===== src/rtl/mss_pkg.sv =====
package mss_pkg;

  localparam int LEVELS      = 8;
  localparam int QUEUE_DEPTH = 16;
  localparam int ID_BITS     = 8;

  localparam int LVL_W  = $clog2(LEVELS);
  localparam int POS_W  = $clog2(QUEUE_DEPTH);
  localparam int CNT_W  = $clog2(QUEUE_DEPTH + 1);
  localparam int SUM_W  = CNT_W + 1;
  localparam int BUD_W  = $clog2(LEVELS + 1);
  localparam int MEM_DEPTH = LEVELS * QUEUE_DEPTH;
  localparam int ADDR_W = $clog2(MEM_DEPTH);

  localparam logic CMD_ENQUEUE = 1'b0;
  localparam logic CMD_DEQUEUE = 1'b1;

  localparam logic [1:0] STATUS_DONE = 2'd0;
  localparam logic [1:0] STATUS_FULL = 2'd1;
  localparam logic [1:0] STATUS_NONE = 2'd2;

  typedef struct packed {
    logic       command;
    logic [7:0] process_id;
    logic [2:0] priority_req;
  } req_t;

  typedef struct packed {
    logic [1:0] status;
    logic [7:0] granted_id;
    logic [2:0] granted_level;
  } rsp_t;

  typedef struct packed {
    logic load;
    logic exec;
  } ctl_t;

endpackage


===== src/rtl/mss_ctrl.sv =====
module mss_ctrl (
  input  logic          clk,
  input  logic          rst,
  input  logic          req_valid,
  output logic          req_stall,
  output logic          rsp_valid,
  input  logic          rsp_stall,
  output mss_pkg::ctl_t ctl
);

  localparam logic [1:0] S_IDLE = 2'd0;
  localparam logic [1:0] S_EXEC = 2'd1;
  localparam logic [1:0] S_OUT  = 2'd2;

  logic [1:0] state;
  logic [1:0] state_next;

  always_comb begin
    state_next = state;
    unique case (state)
      S_IDLE: begin
        if (req_valid) state_next = S_EXEC;
      end
      S_EXEC: begin
        state_next = S_OUT;
      end
      S_OUT: begin
        if (!rsp_stall) state_next = S_IDLE;
      end
      default: begin
        state_next = S_IDLE;
      end
    endcase
  end

  always_ff @(posedge clk) begin
    if (rst) begin
      state <= S_IDLE;
    end else begin
      state <= state_next;
    end
  end

  assign req_stall = (state != S_IDLE);
  assign rsp_valid = (state == S_OUT);
  assign ctl.load  = (state == S_IDLE) && req_valid;
  assign ctl.exec  = (state == S_EXEC);

endmodule


===== src/rtl/mss_datapath.sv =====
module mss_datapath (
  input  logic          clk,
  input  logic          rst,
  input  mss_pkg::ctl_t ctl,
  input  mss_pkg::req_t req,
  output mss_pkg::rsp_t rsp
);

  mss_pkg::req_t item;

  logic [mss_pkg::CNT_W-1:0]   count  [mss_pkg::LEVELS];
  logic [mss_pkg::POS_W-1:0]   head   [mss_pkg::LEVELS];
  logic [mss_pkg::BUD_W-1:0]   budget [mss_pkg::LEVELS];

  logic [mss_pkg::ID_BITS-1:0] mem [mss_pkg::MEM_DEPTH];
  logic [mss_pkg::ID_BITS-1:0] rdata;

  logic [1:0]                  status;
  logic [mss_pkg::LVL_W-1:0]   grant_level;
  logic                        grant;

  logic [mss_pkg::LVL_W-1:0]   enq_level;
  logic [mss_pkg::POS_W-1:0]   tail;
  logic [mss_pkg::SUM_W-1:0]   tail_sum;
  logic                        enq_full;

  logic                        hit_budget;
  logic [mss_pkg::LVL_W-1:0]   sel_budget;
  logic                        hit_any;
  logic [mss_pkg::LVL_W-1:0]   sel_any;
  logic [mss_pkg::LVL_W-1:0]   sel;
  logic                        reload;

  logic                        mem_we;
  logic                        mem_re;
  logic [mss_pkg::ADDR_W-1:0]  waddr;
  logic [mss_pkg::ADDR_W-1:0]  raddr;

  always_comb begin
    if (32'(item.priority_req) >= mss_pkg::LEVELS) begin
      enq_level = mss_pkg::LVL_W'(mss_pkg::LEVELS - 1);
    end else begin
      enq_level = mss_pkg::LVL_W'(item.priority_req);
    end
  end

  always_comb begin
    enq_full = (count[enq_level] == mss_pkg::CNT_W'(mss_pkg::QUEUE_DEPTH));
    tail_sum = mss_pkg::SUM_W'(head[enq_level]) + mss_pkg::SUM_W'(count[enq_level]);
    if (tail_sum >= mss_pkg::SUM_W'(mss_pkg::QUEUE_DEPTH)) begin
      tail = mss_pkg::POS_W'(tail_sum - mss_pkg::SUM_W'(mss_pkg::QUEUE_DEPTH));
    end else begin
      tail = mss_pkg::POS_W'(tail_sum);
    end
  end

  always_comb begin
    hit_budget = 1'b0;
    sel_budget = '0;
    hit_any    = 1'b0;
    sel_any    = '0;
    for (int i = mss_pkg::LEVELS - 1; i >= 0; i--) begin
      if (count[i] != '0) begin
        hit_any = 1'b1;
        sel_any = mss_pkg::LVL_W'(i);
        if (budget[i] != '0) begin
          hit_budget = 1'b1;
          sel_budget = mss_pkg::LVL_W'(i);
        end
      end
    end
    reload = !hit_budget;
    sel    = hit_budget ? sel_budget : sel_any;
  end

  assign mem_we = ctl.exec && (item.command == mss_pkg::CMD_ENQUEUE) && !enq_full;
  assign mem_re = ctl.exec && (item.command == mss_pkg::CMD_DEQUEUE) && hit_any;
  assign waddr  = mss_pkg::ADDR_W'(32'(enq_level) * mss_pkg::QUEUE_DEPTH)
                + mss_pkg::ADDR_W'(tail);
  assign raddr  = mss_pkg::ADDR_W'(32'(sel) * mss_pkg::QUEUE_DEPTH)
                + mss_pkg::ADDR_W'(head[sel]);

  always_ff @(posedge clk) begin
    if (mem_we) begin
      mem[waddr] <= mss_pkg::ID_BITS'(item.process_id);
    end
    if (mem_re) begin
      rdata <= mem[raddr];
    end
  end

  always_ff @(posedge clk) begin
    if (ctl.load) begin
      item <= req;
    end
    if (ctl.exec) begin
      status      <= mss_pkg::STATUS_DONE;
      grant       <= 1'b0;
      grant_level <= '0;
      if (item.command == mss_pkg::CMD_ENQUEUE) begin
        if (enq_full) begin
          status <= mss_pkg::STATUS_FULL;
        end
      end else if (!hit_any) begin
        status <= mss_pkg::STATUS_NONE;
      end else begin
        grant       <= 1'b1;
        grant_level <= sel;
      end
    end
  end

  always_ff @(posedge clk) begin
    if (rst) begin
      for (int i = 0; i < mss_pkg::LEVELS; i++) begin
        count[i]  <= '0;
        head[i]   <= '0;
        budget[i] <= mss_pkg::BUD_W'(mss_pkg::LEVELS - i);
      end
    end else if (ctl.exec) begin
      if (item.command == mss_pkg::CMD_ENQUEUE) begin
        if (!enq_full) begin
          count[enq_level] <= count[enq_level] + mss_pkg::CNT_W'(1);
        end
      end else begin
        if (reload) begin
          for (int i = 0; i < mss_pkg::LEVELS; i++) begin
            budget[i] <= mss_pkg::BUD_W'(mss_pkg::LEVELS - i);
          end
        end
        if (hit_any) begin
          count[sel] <= count[sel] - mss_pkg::CNT_W'(1);
          if (head[sel] == mss_pkg::POS_W'(mss_pkg::QUEUE_DEPTH - 1)) begin
            head[sel] <= '0;
          end else begin
            head[sel] <= head[sel] + mss_pkg::POS_W'(1);
          end
          if (reload) begin
            budget[sel] <= mss_pkg::BUD_W'(mss_pkg::LEVELS - 1 - 32'(sel));
          end else begin
            budget[sel] <= budget[sel] - mss_pkg::BUD_W'(1);
          end
        end
      end
    end
  end

  assign rsp.status        = status;
  assign rsp.granted_id    = grant ? 8'(rdata) : 8'd0;
  assign rsp.granted_level = 3'(grant_level);

endmodule


===== src/rtl/multilevel_slot_scheduler.sv =====
// Multilevel queue scheduler with per-level slot budgets. Each transaction
// on the request channel is an enqueue or a dequeue and yields exactly one
// response. Transactions are handled one at a time: a request is taken in
// the idle state, the level scan and the single queue memory access run in
// the next cycle, and the response is presented from the cycle after that
// and held while the response is stalled; the granted id comes from the
// queue memory's registered read. The queue memory
// needs no clearing after reset; requests are taken from the first cycle.
module multilevel_slot_scheduler (
  input  logic          clk,
  input  logic          rst,
  input  logic          req_valid,
  output logic          req_stall,
  input  mss_pkg::req_t req,
  output logic          rsp_valid,
  input  logic          rsp_stall,
  output mss_pkg::rsp_t rsp
);

  mss_pkg::ctl_t ctl;

  mss_ctrl u_ctrl (
    .clk       (clk),
    .rst       (rst),
    .req_valid (req_valid),
    .req_stall (req_stall),
    .rsp_valid (rsp_valid),
    .rsp_stall (rsp_stall),
    .ctl       (ctl)
  );

  mss_datapath u_datapath (
    .clk (clk),
    .rst (rst),
    .ctl (ctl),
    .req (req),
    .rsp (rsp)
  );

endmodule


===== config.mk =====
export PLATFORM = sky130hd
export DESIGN_NAME = multilevel_slot_scheduler
export DESIGN_NICKNAME = d
export VERILOG_FILES = /design/src/rtl/mss_pkg.sv /design/src/rtl/mss_ctrl.sv /design/src/rtl/mss_datapath.sv /design/src/rtl/multilevel_slot_scheduler.sv
export SDC_FILE = /design/constraint.sdc
export NUM_CORES = 2
export LEC_CHECK = 0
export ABC_AREA = 0
export ABC_CLOCK_PERIOD_IN_PS = 5700
export BUFFER_PORTS_ARGS = -buffer_cell sky130_fd_sc_hd__buf_2
export CAP_MARGIN = 10
export CORE_MARGIN = 2
export CORE_UTILIZATION = 54
export CTS_CLUSTER_DIAMETER = 80
export DETAILED_ROUTE_END_ITERATION = 7
export PLACE_DENSITY = 0.7
export SLEW_MARGIN = 0
export SYNTH_ARGS = -nofsm -noshare
export SYNTH_HDL_FRONTEND = slang
export SYNTH_HIERARCHICAL = 1
export SYNTH_SLANG_ARGS = --single-unit

===== constraint.sdc =====
create_clock -name clk -period 5.7 [get_ports clk]
set_input_delay 0 -clock clk [delete_from_list [all_inputs] [get_ports clk]]
set_output_delay 0 -clock clk [all_outputs]
set_load 0.1 [all_outputs]

==> flow_metrics.py <==
metrics = {
    "finish": {
        "fin_area_sq_um": 56040,
        "syn_to_final_growth_pct": 13.92,
        "finalNonFillerCells": 4889,
        "nets": 3645,
        "drive_above_1_share_pct": 14.69,
        "fin_util_pct": 62.16,
    },
    "drt": {
        "route.met3.wl_mm": 15.36,
        "dr.pass1.iters": 6,
        "routed.top_layer": "met5",
        "remaining_drc_errors": 0,
        "viasPerCell": 6.708,
        "routedWlPerCell_um": 28.65,
        "vias": 32800,
        "dr_wl_met2_mm": 64.26,
        "postRouteAntennaNets": 0,
        "drt-initial-drc-count": 4690,
        "wl_met1_mm": 53.80,
        "drt-total-wl_mm": 140.1,
    },
    "setup_path": {
        "critical_path_class": "flip-flop to flip-flop",
        "crit_family": "simple AND/OR/NAND/NOR gates",
        "required_ns": 6.13,
        "arrival_ns": 6.06,
        "startpoint": "u_datapath/count[6][2]$_SDFFCE_PN0P_",
        "rr_startpoint": "u_datapath/count[6][2]$_SDFFCE_PN0P_",
        "crit_path_max_fanout": 19,
        "cpMaxStageDelayCell": "or4_1",
        "crit_path_end_kind": "flip-flop",
        "crit_chain": "or4_1 > o21ai_0 > o21ai_0 > and4bb_4 > a211oi_4 > or3_4 > buf_12 > o211a_2 > o31ai_1 > a2111oi_0 > nor4_1 > a31o_2 > o21ai_1 > or4_1",
        "crit_buf_inv": 1,
        "crit_path_max_incr_delay_ns": 0.57,
        "startpoint_type": "flip-flop",
    },
    "logic_synthesis": {
        "netlist.area_leader.share_pct": 70.44,
        "synthTopCellsByCount": "1154 x edfxtp_1, 417 x nand2_1, 308 x nor2_1",
        "synth_area_leaders": "edfxtp_1 70%, mux2i_1 3.6%, nand2_1 3.2%",
        "yosysWarnings": 6,
        "avgSynthCellArea_sq_um": 14.18,
        "synth_edf_count": 1154,
        "synth.distinct_cells": 84,
        "yosysTopAreaCell": "edfxtp_1",
        "ys_seq_area_share_pct": 70.65,
        "async_flop_share_pct": 0,
        "yosysMostFrequentCell": "edfxtp_1",
        "ys.flop_type": "edfxtp_1",
        "syn-cell-area_sq_um": 49190,
        "ys_seq_elements": 1159,
        "syn_inst": 3468,
        "syn-num-nets": 3493,
    },
    "floorplanning": {
        "ioPinCount": 31,
        "core_area_sq_um": 90150,
        "die_h_um": 305.8,
        "die_x_um": 305.8,
        "rows": 110,
        "start_util_pct": 54.57,
        "die_area_sq_um": 93530,
    },
    "clocking": {
        "cts-root-buf": "clkbuf_16",
        "cts_tree": "yes",
        "cts.htree.levels": 3,
        "cts-buffers-inserted": 112,
        "path_clk_slew_ns": 0.06,
        "cts_sinks": 1159,
        "insertion_delay_ns": 0.72,
        "cts.path.max_buffers": 3,
    },
    "timing": {
        "whs_ns": 0.02289,
        "worstMarginPinSlew_ns": 1.183,
        "hold_viol_final": 0,
        "min_period_ns": 5.630,
        "finalSetupTns_ns": 0,
        "timing.clock.skew_ns": 0.04263,
        "final_max_slew_viol_count": 0,
        "relSlewSlack_pct": 21.13,
        "period_share_pct": 98.78,
        "max_freq_ghz": 0.1776,
        "setup_violations": 0,
    },
    "place": {
        "dpl.hpwl_mm": 86.09,
        "dp_cells": 4642,
        "numPortBuffers": 30,
        "place_area_sq_um": 51660,
        "gp_congestion": 0.9811,
    },
    "grt": {
        "grt_usage_pct": 29.31,
        "overflow": 0,
        "first_global_vias": 31880,
        "grt_pass1_wl_mm": 204.1,
        "grt_start_max_net_pins": 93,
        "antenna_found_initial": 5,
    },
    "hold_path": {
        "hold_path_startpoint": "req[9]",
        "min_path_type": "input port to flip-flop",
    },
    "pwr": {
        "powerDensity_nw_per_um2": 335.8,
        "total_leakage_power_uw": 0.01835,
        "vdd_ir_drop_max_mv": 0.2454,
    },
    "outcome": {
        "status": "finished clean",
    },
    "flow_run": {
        "drv_cap": 0,
    },
}
power by group:
group          internal, uW  switching (uW)  total, uW  leakage, uW
Combinational           524            1200       1720      0.00603
Clock                  4410            3180       7590      0.00181
Sequential             9460            48.8       9510       0.0105
Total                 14400            4430      18800       0.0184
final cells by class:
cell class / instances / area, sq um
diodes: 2 / 5.005
clock buffers: 139 / 2914
clock inverters: 66 / 849.6
fillers: 6504 / 34110
inverters: 21 / 107.6
multi-input cells: 2031 / 13430
flip-flops and latches: 1159 / 34750
well taps: 1176 / 1471
repair buffers: 295 / 2507
per-layer routing:
layer	up-vias	global-route usage [%]
met2	2089	45.43
met1	16340	41.26
met3	373	5.599
li1	13990	-
met5	-	0
met4	2	11.78
cell families after synthesis:
family	synth area share (%)
muxes	5.199
and+or+nand+nor	10.77
DFF	70.65
xor gates and xnor gates	0.2493
AOI/OAI and AO/OA	10.28
buffers and inverters	2.615
adders and majority gates	0.2442
what timing repair did:
| item | 4_1_cts | 5_1_grt |
|---|---|---|
| hold endpoints to repair | 29 | 0 |
| pin swaps | 5 | 8 |
| buffers inserted | 8 | 11 |
| gates resized for setup | 9 | 32 |
| setup endpoints to repair | 8 | 8 |
| hold buffers | 19 | 0 |
| gates cloned | 0 | 2 |
placed cells by master, fill, tap and decap left out, types with 11 or more instances in the layout:
master / instances
edfxtp_1: 1154
o221ai_1: 23
a32oi_1: 21
nand2_1: 417
o31ai_1: 65
nand2b_1: 24
nand4_1: 83
a311oi_1: 48
o21ai_0: 18
clkinv_1: 28
a31oi_1: 21
clkbuf_16: 112
mux2i_1: 174
and4_1: 56
inv_1: 19
mux4_2: 18
dlygate4sd3_1: 19
a211o_1: 32
a2111oi_0: 48
buf_4: 219
a211oi_1: 155
o31a_1: 49
nand3_1: 94
nor4_1: 39
a21oi_1: 91
clkbuf_1: 26
buf_12: 25
buf_2: 30
mux2_2: 30
nor2_1: 307
and2_1: 11
or4_1: 23
o22ai_1: 25
bufinv_16: 17
state kept, by name, indices dropped and copies added, names as in the netlist, named ones only:
signal and count:
u_datapath/mem 1024, u_datapath/count 40, u_datapath/budget 32, u_datapath/head 32
u_datapath/item 9, u_datapath/rdata 8, u_datapath/enq_level 3, u_datapath/grant_level 3
u_ctrl/state 2, u_datapath/status 2, u_datapath/grant 1
worst reg2reg max path, stage by stage (launching register included):
cell and delay (ns):
edfxtp_1 0.42, or4_1 0.58, o21ai_0 0.22, o21ai_0 0.25
and4bb_4 0.47, a211oi_4 0.10, or3_4 0.50, buf_12 0.20
o211a_2 0.47, o31ai_1 0.33, a2111oi_0 0.15, nor4_1 0.55
a31o_2 0.42, o21ai_1 0.19, or4_1 0.52
metrics by stage:
step	worst slack, ns	total power [uW]
final	0.06969	18820
after global routing	-0.0002549	19300
after global placement	-0.4239	11290
after CTS	-0.1544	18840
after floorplan	1.019	10670
after detailed placement	-0.4539	11320
path summary, 6_finish.rpt:
check,end,slack (ns),cells past startpoint
max,u_datapath/rdata[6]$_DFFE_PP_,0.07,14
min,u_datapath/item[9]$_DFFE_PP_,0.02,2
max reg2reg,u_datapath/rdata[6]$_DFFE_PP_,0.07,14
min reg2reg,u_datapath/mem[26][4]$_DFFE_PP_,0.59,0
(Power assumes the default switching activity.)
